[config.mk]
export PLATFORM = sky130hd
export DESIGN_NAME = bounded_fifo_or_sorted_queue_flat
export DESIGN_NICKNAME = d
export VERILOG_FILES = /design/src/rtl/bfsq_pkg.sv /design/src/rtl/bfsq_if.sv /design/src/rtl/bounded_fifo_or_sorted_queue.sv /design/src/flat_wrapper.sv
export SDC_FILE = /design/constraint.sdc
export NUM_CORES = 1
export LEC_CHECK = 0
export BUFFER_PORTS_ARGS = -buffer_cell sky130_fd_sc_hd__buf_2
export CAP_MARGIN = 20
export CORE_ASPECT_RATIO = 0.8
export CORE_MARGIN = 1.5
export CORE_UTILIZATION = 65
export DETAILED_ROUTE_END_ITERATION = 7
export PLACE_DENSITY = 0.9
export SYNTH_ARGS = -nofsm -noshare
export SYNTH_HDL_FRONTEND = slang
export SYNTH_SLANG_ARGS = --single-unit
[constraint.sdc]
create_clock -name clk -period 8.3 [get_ports clk]
set_input_delay 1.66 -clock clk [delete_from_list [all_inputs] [get_ports clk]]
set_output_delay 1.66 -clock clk [all_outputs]
set_load 0.02 [all_outputs]
[src/rtl/bfsq_pkg.sv]
// Package for the bounded FIFO / sorted queue: sizes, codes and the
// logical-to-physical address helper. No dependencies.
`timescale 1ns / 1ps
`default_nettype none

package bfsq_pkg;

  localparam int DEPTH = 16;
  localparam int AW    = (DEPTH > 1) ? $clog2(DEPTH) : 1;
  localparam int CW    = $clog2(DEPTH + 1);
  localparam int SW    = CW + 1;

  localparam int KEY_W     = 16;
  localparam int OCC_W     = 5;
  localparam int CAP_W     = 5;
  localparam int CFG_IDX_W = 1;
  localparam int CMPW      = (CW > CAP_W) ? CW : CAP_W;

  typedef logic [AW-1:0]        addr_t;
  typedef logic [CW-1:0]        cnt_t;
  typedef logic [KEY_W-1:0]     key_t;
  typedef logic [CFG_IDX_W-1:0] cfg_idx_t;

  localparam logic     OP_PUSH       = 1'b0;
  localparam logic     OP_POP        = 1'b1;
  localparam cfg_idx_t REG_SORT_MODE = 1'b0;
  localparam cfg_idx_t REG_CAPACITY  = 1'b1;

  function automatic addr_t phys_addr(addr_t head, cnt_t lidx);
    logic [SW-1:0] s;
    s = SW'(head) + SW'(lidx);
    if (s >= SW'(DEPTH)) begin
      s = s - SW'(DEPTH);
    end
    return AW'(s);
  endfunction

endpackage

`default_nettype wire

[src/rtl/bfsq_if.sv]
// Channel interfaces for the queue: input item, result item, config write.
// Depends on bfsq_pkg.
`timescale 1ns / 1ps
`default_nettype none

interface bfsq_in_if import bfsq_pkg::*; ();
  logic valid;
  logic ready;
  logic operation;
  key_t key;

  modport source (output valid, output operation, output key, input ready);
  modport sink   (input valid, input operation, input key, output ready);
endinterface

interface bfsq_out_if import bfsq_pkg::*; ();
  logic             valid;
  logic             ready;
  logic             accepted;
  key_t             popped_key;
  logic [OCC_W-1:0] occupancy;

  modport source (output valid, output accepted, output popped_key, output occupancy,
                  input ready);
  modport sink   (input valid, input accepted, input popped_key, input occupancy,
                  output ready);
endinterface

interface bfsq_cfg_if import bfsq_pkg::*; ();
  logic             valid;
  logic             ready;
  cfg_idx_t         index;
  logic [CAP_W-1:0] data;

  modport source (output valid, output index, output data, input ready);
  modport sink   (input valid, input index, input data, output ready);
endinterface

`default_nettype wire

[src/rtl/bounded_fifo_or_sorted_queue.sv]
// Bounded queue, FIFO or sorted-insert mode, held in a circular buffer RAM.
// A refused op or a FIFO push goes straight to the result; a pop reads
// the head first; a sorted push is put at the back or inserted (scan to
// the slot, shift from the back; one RAM read per cycle in both phases).
// One item in flight at a time; the result register frees input.
// Reset: synchronous rst_n clears count, head, mode (FIFO) and capacity (1).
// Depends on bfsq_pkg and bfsq_if.
`timescale 1ns / 1ps
`default_nettype none

module bounded_fifo_or_sorted_queue import bfsq_pkg::*; (
  input  wire          clk,
  input  wire          rst_n,
  bfsq_in_if.sink      in_chan,
  bfsq_out_if.source   out_chan,
  bfsq_cfg_if.sink     cfg_chan
);

  typedef enum logic [2:0] {
    S_IDLE, S_POP, S_SCAN, S_SHIFT, S_INS, S_DONE
  } state_t;

  state_t           state_r, state_nxt;
  logic             sort_mode_r;
  logic [CAP_W-1:0] cap_r;
  key_t             key_r, key_nxt;
  addr_t            head_r, head_nxt;
  cnt_t             count_r, count_nxt;
  cnt_t             scan_idx_r, scan_idx_nxt;
  cnt_t             pos_r, pos_nxt;
  cnt_t             sh_idx_r, sh_idx_nxt;
  logic             res_acc_r, res_acc_nxt;
  key_t             res_key_r, res_key_nxt;
  cnt_t             res_occ_r, res_occ_nxt;
  logic             out_valid_r;
  logic             out_acc_r;
  key_t             out_key_r;
  logic [OCC_W-1:0] out_occ_r;

  key_t             mem [DEPTH];
  key_t             rdata_r;
  logic             mem_we;
  cnt_t             rd_l, wr_l;
  key_t             wdata;
  addr_t            raddr, waddr;

  logic [CMPW-1:0]  eff_cap;
  logic             full;
  logic             in_acc;
  logic             out_load;

  assign in_chan.ready    = (state_r == S_IDLE);
  assign in_acc           = in_chan.valid && in_chan.ready;
  assign cfg_chan.ready   = 1'b1;
  assign out_chan.valid      = out_valid_r;
  assign out_chan.accepted   = out_acc_r;
  assign out_chan.popped_key = out_key_r;
  assign out_chan.occupancy  = out_occ_r;

  assign out_load = (state_r == S_DONE) && (!out_valid_r || out_chan.ready);

  always_comb begin
    if (cap_r == '0) begin
      eff_cap = CMPW'(1);
    end else if (CMPW'(cap_r) > CMPW'(DEPTH)) begin
      eff_cap = CMPW'(DEPTH);
    end else begin
      eff_cap = CMPW'(cap_r);
    end
  end

  assign full  = (CMPW'(count_r) >= eff_cap);
  assign raddr = phys_addr(head_r, rd_l);
  assign waddr = phys_addr(head_r, wr_l);

  always_comb begin
    state_nxt    = state_r;
    key_nxt      = key_r;
    head_nxt     = head_r;
    count_nxt    = count_r;
    scan_idx_nxt = scan_idx_r;
    pos_nxt      = pos_r;
    sh_idx_nxt   = sh_idx_r;
    res_acc_nxt  = res_acc_r;
    res_key_nxt  = res_key_r;
    res_occ_nxt  = res_occ_r;
    mem_we       = 1'b0;
    rd_l         = '0;
    wr_l         = count_r;
    wdata        = key_r;

    unique case (state_r)
      S_IDLE: begin
        if (in_acc) begin
          key_nxt     = in_chan.key;
          res_acc_nxt = 1'b0;
          res_key_nxt = '0;
          res_occ_nxt = count_r;
          if (in_chan.operation == OP_POP) begin
            if (count_r == '0) begin
              state_nxt = S_DONE;
            end else begin
              state_nxt = S_POP;
            end
          end else if (full) begin
            state_nxt = S_DONE;
          end else if (!sort_mode_r || count_r == '0) begin
            mem_we      = 1'b1;
            wdata       = in_chan.key;
            count_nxt   = count_r + CW'(1);
            res_acc_nxt = 1'b1;
            res_occ_nxt = count_r + CW'(1);
            state_nxt   = S_DONE;
          end else begin
            scan_idx_nxt = '0;
            state_nxt    = S_SCAN;
          end
        end
      end
      S_POP: begin
        head_nxt    = phys_addr(head_r, CW'(1));
        count_nxt   = count_r - CW'(1);
        res_acc_nxt = 1'b1;
        res_key_nxt = rdata_r;
        res_occ_nxt = count_r - CW'(1);
        state_nxt   = S_DONE;
      end
      S_SCAN: begin
        if (rdata_r > key_r) begin
          pos_nxt    = scan_idx_r;
          rd_l       = count_r - CW'(1);
          sh_idx_nxt = count_r - CW'(1);
          state_nxt  = S_SHIFT;
        end else if (scan_idx_r == count_r - CW'(1)) begin
          mem_we      = 1'b1;
          count_nxt   = count_r + CW'(1);
          res_acc_nxt = 1'b1;
          res_occ_nxt = count_r + CW'(1);
          state_nxt   = S_DONE;
        end else begin
          rd_l         = scan_idx_r + CW'(1);
          scan_idx_nxt = scan_idx_r + CW'(1);
        end
      end
      S_SHIFT: begin
        mem_we = 1'b1;
        wr_l   = sh_idx_r + CW'(1);
        wdata  = rdata_r;
        if (sh_idx_r == pos_r) begin
          state_nxt = S_INS;
        end else begin
          rd_l       = sh_idx_r - CW'(1);
          sh_idx_nxt = sh_idx_r - CW'(1);
        end
      end
      S_INS: begin
        mem_we      = 1'b1;
        wr_l        = pos_r;
        count_nxt   = count_r + CW'(1);
        res_acc_nxt = 1'b1;
        res_occ_nxt = count_r + CW'(1);
        state_nxt   = S_DONE;
      end
      S_DONE: begin
        if (out_load) begin
          state_nxt = S_IDLE;
        end
      end
      default: begin
        state_nxt = S_IDLE;
      end
    endcase
  end

  always_ff @(posedge clk) begin
    if (mem_we) begin
      mem[waddr] <= wdata;
    end
    rdata_r <= mem[raddr];
  end

  always_ff @(posedge clk) begin
    if (!rst_n) begin
      state_r     <= S_IDLE;
      head_r      <= '0;
      count_r     <= '0;
      out_valid_r <= 1'b0;
      sort_mode_r <= 1'b0;
      cap_r       <= CAP_W'(1);
    end else begin
      state_r <= state_nxt;
      head_r  <= head_nxt;
      count_r <= count_nxt;
      if (out_load) begin
        out_valid_r <= 1'b1;
      end else if (out_chan.ready) begin
        out_valid_r <= 1'b0;
      end
      if (cfg_chan.valid) begin
        unique case (cfg_chan.index)
          REG_SORT_MODE: sort_mode_r <= cfg_chan.data[0];
          REG_CAPACITY:  cap_r       <= cfg_chan.data;
          default:       ;
        endcase
      end
    end
  end

  always_ff @(posedge clk) begin
    key_r      <= key_nxt;
    scan_idx_r <= scan_idx_nxt;
    pos_r      <= pos_nxt;
    sh_idx_r   <= sh_idx_nxt;
    res_acc_r  <= res_acc_nxt;
    res_key_r  <= res_key_nxt;
    res_occ_r  <= res_occ_nxt;
    if (out_load) begin
      out_acc_r <= res_acc_r;
      out_key_r <= res_key_r;
      out_occ_r <= OCC_W'(res_occ_r);
    end
  end

endmodule

`default_nettype wire

[src/flat_wrapper.sv]
// flat-port wrapper written by rule: the top's interface ports become plain ports
module bounded_fifo_or_sorted_queue_flat import bfsq_pkg::*;
  (clk, rst_n, in_chan_valid, in_chan_operation, in_chan_key, in_chan_ready, out_chan_valid, out_chan_accepted, out_chan_popped_key, out_chan_occupancy, out_chan_ready, cfg_chan_valid, cfg_chan_index, cfg_chan_data, cfg_chan_ready);
  bfsq_in_if in_chan_i ();
  bfsq_out_if out_chan_i ();
  bfsq_cfg_if cfg_chan_i ();
  input  wire clk;
  input  wire rst_n;
  input wire logic [$bits(in_chan_i.valid)-1:0] in_chan_valid;
  input wire logic [$bits(in_chan_i.operation)-1:0] in_chan_operation;
  input wire logic [$bits(in_chan_i.key)-1:0] in_chan_key;
  output wire logic [$bits(in_chan_i.ready)-1:0] in_chan_ready;
  output wire logic [$bits(out_chan_i.valid)-1:0] out_chan_valid;
  output wire logic [$bits(out_chan_i.accepted)-1:0] out_chan_accepted;
  output wire logic [$bits(out_chan_i.popped_key)-1:0] out_chan_popped_key;
  output wire logic [$bits(out_chan_i.occupancy)-1:0] out_chan_occupancy;
  input wire logic [$bits(out_chan_i.ready)-1:0] out_chan_ready;
  input wire logic [$bits(cfg_chan_i.valid)-1:0] cfg_chan_valid;
  input wire logic [$bits(cfg_chan_i.index)-1:0] cfg_chan_index;
  input wire logic [$bits(cfg_chan_i.data)-1:0] cfg_chan_data;
  output wire logic [$bits(cfg_chan_i.ready)-1:0] cfg_chan_ready;
  assign in_chan_i.valid = in_chan_valid;
  assign in_chan_i.operation = in_chan_operation;
  assign in_chan_i.key = in_chan_key;
  assign in_chan_ready = in_chan_i.ready;
  assign out_chan_valid = out_chan_i.valid;
  assign out_chan_accepted = out_chan_i.accepted;
  assign out_chan_popped_key = out_chan_i.popped_key;
  assign out_chan_occupancy = out_chan_i.occupancy;
  assign out_chan_i.ready = out_chan_ready;
  assign cfg_chan_i.valid = cfg_chan_valid;
  assign cfg_chan_i.index = cfg_chan_index;
  assign cfg_chan_i.data = cfg_chan_data;
  assign cfg_chan_ready = cfg_chan_i.ready;
  bounded_fifo_or_sorted_queue u_core (.clk(clk), .rst_n(rst_n), .in_chan(in_chan_i), .out_chan(out_chan_i), .cfg_chan(cfg_chan_i));
endmodule
==> flow_summary_export.csv, run 1 <==
group,metric,value,unit
run_status,status,"finished with violations",
run_status,violations,"DRC",
pwr,vdd_ir_drop_max,197,µV
synthesis,synth_cell_types,60,
pwr,power_density,294,mW/mm²
floorplan,fp.dieW,174,µm
synthesis,synth_cells,917,
sta,fin_crit_sh,64.2,%
synthesis,syn_area,0.0153,mm²
drt,firstDrtPassIters,8,
placement,hpwl,22700,µm
clock_network,htreeDepth,2,
sta,hold_viol_final,0,
layout,drive_gt1_share,21.7,%
grt,busiest_layer,"met2",
sta,max_slew_margin,28.7,%
floorplan,start_util,67.2,%
synthesis,seq_area_frac_synth,69.6,%
synthesis,synth_top_cells_by_count,"edfxtp_1 (331), mux4_2 (64), nand2_1 (64)",
synthesis,synth_fa_ha_area_share,2.96,%
grt,first_global_vias,9224,
synthesis,synthMuxAreaShare,12.8,%
placement,dpl_cell_area,0.0160,mm²
setup_path,crit_fanout,44,
pwr,p_leak,6.28,nW
pwr,p_sw,1.49,mW
synthesis,synth_xor_area_share,2.23,%
grt,grt.overflow.total,0,
clock_network,cts_buffers,34,
run,drv_cap,0,
floorplan,die_h,140,µm
grt,grt_start_max_net_pins,45,
synthesis,synth_top_family_by_area,"multiplexers",
drt,wl_per_cell,29.0,µm
layout,syn2layout_area_growth,12.9,%
setup_path,critical_path_class,"reg2reg",
grt,antenna_found_initial,0,
clock_network,hold_buffers,0,
layout,nets,1052,
pwr,intPower,3.59,mW
grt,met2_usage,52.6,%
setup_path,end_kind,"flop",
sta,worst_slack,2970,ps
setup_path,crit_chain,"inv_1, ha_1, nor3b_2, xnor2_1, xnor2_1, nor3_4, nor2_2, nand2_1, o21ai_0, ha_4, fa_2, buf_4, mux4_2, mux2i_1, mux2i_1",
floorplan,coreArea,0.0227,mm²
drt,dr_total_vias,9216,
synthesis,syn_nets,980,
sta,final.setup.tns,0,ps
sta,worstMarginPinSlew,1070,ps
setup_path,crit_path_top_delay_cell,"fa_2",
synthesis,ys_seq_elements,366,
grt,grt_use_met1,42.7,%
sta,finalMaxSlewViolations,0,
drt,drcViolationCount,17,
synthesis,yosys.cell_count.top_type,"edfxtp_1",
clock_network,postCtsResizedCells,0,
synthesis,synth.top_cell.area_share,65.0,%
clock_network,root_buffer,"clkbuf_16",
clock_network,clock_path_buffers,3,
floorplan,io_pins,53,
sta,fin_hold_ws,413,ps
clock_network,post-cts-setup-buffer-count,0,
synthesis,synth_top_flop_cell,"edfxtp_1",
sta,clock_skew,28.5,ps
pwr,combPwrFrac,20.9,%
clock_network,cts_tree,"done",
drt,routed_wl,38300,µm
layout,final_cell_area,0.0172,mm²
sta,fin_crit,5330,ps
placement,io_buffers,51,
layout,diodes,0,
clock_network,path_clk_slew,60,ps
synthesis,async_reset_ff_share,0,%
pwr,finalPower,5.07,mW
pwr,pwr-share-clk,31.0,%
synthesis,yosys_warnings,0,
drt,drtAntennaViolNets,0,
setup_path,cp.required,8640,ps
sta,rsz0062_at_grt,"false",
pwr,p_sw_share,29.3,%
sta,setup_viol,0,
drt,drt_first_iter_violations,1430,
sta,fmax,188,MHz
layout,fin_cells,1319,
grt,grt_pass1_wl,56600,µm
synthesis,synth_compound_area_share,4.18,%
placement,pre_cts_ws,3180,ps
layout,fin_util,75.8,%
setup_path,worstPathArrival,5670,ps
synthesis,synth_area_leaders,"edfxtp_1 (65%), mux4_2 (9.4%), dfxtp_1 (4.6%)",
floorplan,dieArea,0.0244,mm²
synthesis,synth_top_cell_by_area,"edfxtp_1",
floorplan,rows,49,
synthesis,avgSynthCellArea,16.7,µm²
clock_network,clock-sinks,366,
drt,routed_via_density,6.99,
grt,grt_use_met3,5.27,%
layout,fillers,1169,
layout,multiInputGateArea,0.00440,mm²
setup_path,startpoint_type,"flop",
synthesis,synthSimpleGateAreaFrac,6.17,%
layout,seqCellArea,0.0106,mm²
pwr,pwr-share-seq,48.1,%
placement,gp_congestion,0.906,
clock_network,insertion_delay,540,ps
setup_path,slowest_delay,910,ps
synthesis,synth_edf_count,331,
grt,grt_usage,32.0,%
placement,place_inst,1253,
hold_path,min_path_type,"reg2reg",
[final timing paths]
check	from	end	slack (ps)	cells past startpoint
hold / removal	u_core.res_key_r[0]$_SDFFCE_PN0P_	u_core.out_chan.popped_key[0]$_DFFE_PP_	410	0
setup / recovery	u_core.count_r[0]$_SDFFE_PN0P_	u_core.rdata_r[6]$_DFF_P_	2970	15
setup reg to reg	u_core.count_r[0]$_SDFFE_PN0P_	u_core.rdata_r[6]$_DFF_P_	2970	15
hold reg to reg	u_core.res_key_r[0]$_SDFFCE_PN0P_	u_core.out_chan.popped_key[0]$_DFFE_PP_	410	0
[layout by cell type (no fill, tap or decap), types with 24 or more instances in the layout]
cell,Yosys,final
nand2_1,64,64
a21oi_1,24,24
edfxtp_1,331,331
mux2i_1,51,51
inv_1,35,35
nor2_1,54,37
dfxtp_1,35,35
clkbuf_16,0,35
ha_1,33,32
buf_2,2,51
mux4_2,64,64
[critical path, delay by kind of cell (launching register included)]
kind | cells | cell delay [ps]
compound gates | 1 | 150
xor+xnor | 2 | 580
fa+ha+maj | 3 | 1420
buf+inv | 2 | 860
flops | 1 | 570
mux | 3 | 820
simple gates | 4 | 710
[flip-flops by register name (all words and copies together) (netlist names), 3 cells and up]
name / cells
u_core.out_chan.popped_key: 16
u_core.pos_r: 5
u_core.sh_idx_r: 5
u_core.scan_idx_r: 5
u_core.out_chan.occupancy: 5
u_core.res_key_r: 16
u_core.head_r: 4
u_core.mem: 256
u_core.count_r: 5
u_core.key_r: 16
u_core.cap_r: 5
u_core.rdata_r: 16
u_core.state_r: 3
u_core.res_occ_r: 5
[per-layer routing]
layer | share of wire, % | up-vias | wire length (µm)
li1 | - | 3705 | -
met1 | 36 | 4578 | 13600
met2 | 49 | 768 | 18700
met3 | 11 | 165 | 4090
met4 | 4.9 | 0 | 1860
met5 | 0 | - | 0
[area by class of cell]
type / instances / share of cell area, %
sequential: 366 / 61.7
multi-input combinational: 477 / 25.5
clock buffer: 43 / 5.37
timing repair buffer: 75 / 3.44
tap: 306 / 2.22
clock inverter: 17 / 1.04
inverter: 35 / 0.762
[kinds of logic (layout without fill, tap and decap cells)]
| logic type | count (synthesis) | count (layout) |
|---|---|---|
| other | 1 | 1 |
| XOR/XNOR | 35 | 35 |
| AND/OR/NAND/NOR | 200 | 200 |
| flip-flops | 366 | 366 |
| AO/OA/AOI/OAI | 91 | 91 |
| multiplexers | 115 | 115 |
| buffers and inverters | 74 | 170 |
| adder cells (fa/ha/maj) | 35 | 35 |
[power by group through the flow]
| stage | sequential [mW] | clock (mW) | combinational [mW] |
|---|---|---|---|
| global route | 2.45 | 1.64 | 1.12 |
| CTS | 2.43 | 1.58 | 1.02 |
| global placement | 2.45 | 0 | 0.925 |
| floorplan | 2.40 | 0 | 0.701 |
| detailed placement | 2.46 | 0 | 0.991 |
| finish | 2.44 | 1.57 | 1.06 |
No activity file was read; power rests on OpenSTA's default activity.
==> run 2: changes to the inputs <==
ABC_AREA = 1   (was not set)
CORE_UTILIZATION = 62   (was 65)
PLACE_DENSITY = 0.87   (was 0.9)
clock period = 5 ns   (was 8.3 ns; I/O delays follow)
==> flow_summary_export.csv, run 2 <==
group,metric,value,unit
clock_network,htreeDepth,2,
sta,fin_crit_sh,86.8,%
hold_path,min_path_type,"reg2reg",
layout,fin_cells,1802,
pwr,power_density,650,mW/mm²
clock_network,hold_buffers,0,
layout,drive_gt1_share,14.6,%
synthesis,seq_area_frac_synth,67.2,%
placement,pre_cts_ws,977,ps
setup_path,end_kind,"flop",
grt,first_global_vias,11153,
synthesis,yosys_warnings,0,
grt,grt.overflow.total,0,
clock_network,cts_buffers,35,
grt,grt_usage,29.9,%
synthesis,ys_seq_elements,366,
sta,final.setup.tns,0,ps
grt,grt_pass1_wl,60700,µm
clock_network,insertion_delay,530,ps
sta,fin_crit,4340,ps
placement,io_buffers,51,
floorplan,coreArea,0.0252,mm²
pwr,finalPower,11.6,mW
clock_network,root_buffer,"clkbuf_16",
synthesis,syn_area,0.0158,mm²
setup_path,crit_fanout,11,
pwr,p_leak,6.80,nW
placement,hpwl,25100,µm
layout,final_cell_area,0.0178,mm²
sta,fin_hold_ws,418,ps
placement,place_inst,1731,
clock_network,clock-sinks,366,
synthesis,synth_edf_count,331,
synthesis,avgSynthCellArea,11.6,µm²
drt,routed_wl,40000,µm
drt,dr_total_vias,11564,
setup_path,critical_path_class,"reg2reg",
synthesis,synth_top_flop_cell,"edfxtp_1",
drt,drt_first_iter_violations,1844,
synthesis,yosys.cell_count.top_type,"edfxtp_1",
placement,gp_congestion,0.983,
setup_path,worstPathArrival,4550,ps
sta,setup_viol,0,
synthesis,synth_cell_types,47,
sta,worst_slack,658,ps
sta,max_slew_margin,41.8,%
sta,rsz0062_at_grt,"false",
floorplan,die_h,146,µm
clock_network,path_clk_slew,60,ps
grt,grt_start_max_net_pins,129,
floorplan,io_pins,53,
synthesis,synth.top_cell.area_share,62.8,%
setup_path,startpoint_type,"flop",
synthesis,synth_cells,1370,
clock_network,cts_tree,"done",
sta,fmax,230,MHz
setup_path,cp.required,5210,ps
floorplan,dieArea,0.0265,mm²
layout,nets,1514,
layout,mostFrequentLayoutCells,"edfxtp_1 (331), nand2_1 (239), nor2_1 (143)",
layout,diodes,0,
floorplan,fp.dieW,182,µm
drt,drcViolationCount,0,
layout,regMostFlops,"u_core.mem",
run_status,status,"finished, final reports clean",
sta,finalMaxSlewViolations,0,
synthesis,synth_area_leaders,"edfxtp_1 (63%), nand2_1 (5.7%), dfxtp_1 (4.4%)",
floorplan,rows,52,
floorplan,start_util,62.8,%
run,drv_cap,0,
clock_network,clock_path_buffers,3,
synthesis,synth_top_cell_by_area,"edfxtp_1",
pwr,vdd_ir_drop_max,299,µV
synthesis,syn_nets,1433,
sta,worstMarginPinSlew,872,ps
placement,dpl_cell_area,0.0167,mm²
drt,firstDrtPassIters,8,
drt,wl_per_cell,22.2,µm
clock_network,postCtsResizedCells,0,
layout,fillers,1569,
drt,routed_via_density,6.42,
sta,hold_viol_final,0,
synthesis,synth_top_cells_by_count,"edfxtp_1 (331), nand2_1 (239), nor2_1 (144)",
sta,clock_skew,20.9,ps
layout,fin_util,70.8,%
layout,mostFrequentLayoutCell,"edfxtp_1",
clock_network,post-cts-setup-buffer-count,0,
layout,syn2layout_area_growth,12.7,%
drt,drtAntennaViolNets,0,
synthesis,async_reset_ff_share,0,%
layout,largest_reg_flops,256,
grt,antenna_found_initial,0,
[run 2: cell type report]
cell class,instances,area [µm²],area share (%)
Timing Repair Buffer,108,753,4.22
Inverter,97,365,2.05
Clock buffer,47,972,5.45
Multi-Input combinational cell,843,4570,25.6
Clock inverter,17,126,0.709
Tap cell,324,405,2.27
Sequential cell,366,10600,59.7
[run 2: path summary, 6_finish.rpt]
kind / startpoint / end / slack, ps / cells past startpoint
setup reg to reg: u_core.sh_idx_r[0]$_DFFE_PP_ / u_core.mem[15][2]$_DFFE_PP_ / 660 / 14
setup / recovery: u_core.sh_idx_r[0]$_DFFE_PP_ / u_core.mem[15][2]$_DFFE_PP_ / 660 / 14
hold / removal: u_core.res_key_r[5]$_SDFFCE_PN0P_ / u_core.out_chan.popped_key[5]$_DFFE_PP_ / 420 / 0
hold reg to reg: u_core.res_key_r[5]$_SDFFCE_PN0P_ / u_core.out_chan.popped_key[5]$_DFFE_PP_ / 420 / 0
[run 2: report_power, final]
group / switching [mW] / leakage (nW) / internal [mW]
clock network: 1.11 / 0.542 / 1.43
registers: 0.284 / 3.32 / 4.52
logic: 2.98 / 2.94 / 1.27
total: 4.38 / 6.80 / 7.22
[run 2: per-layer routing]
layer  vias up  GRT usage (%)  part of all wire, %
met5         -              0                    0
met4         0           13.9                  4.8
met3       150           6.11                   12
met2       905           48.1                   47
met1      5445           39.6                   37
li1       5064              -                    -
[run 2: cells by family after synthesis]
family                     count (synthesis)  share of synthesized area, %
and+or+nand+nor                          481                          13.3
xor gates and xnor gates                  18                         0.996
adders and majority gates                 35                          2.86
other                                      1                        0.0237
DFF                                      366                          67.2
buffers and inverters                    161                          4.02
AOI/OAI and AO/OA                        308                          11.6
[run 2: worst max-delay path, cell delays in order (launching register included)]
cell	delay, ps
edfxtp_1	480
inv_1	220
ha_1	310
inv_1	110
o22ai_1	120
a21oi_1	320
inv_1	120
ha_1	320
nand3_1	100
nand2_1	110
xor2_1	290
xor2_1	320
nand2_1	190
nor2_1	660
buf_4	360
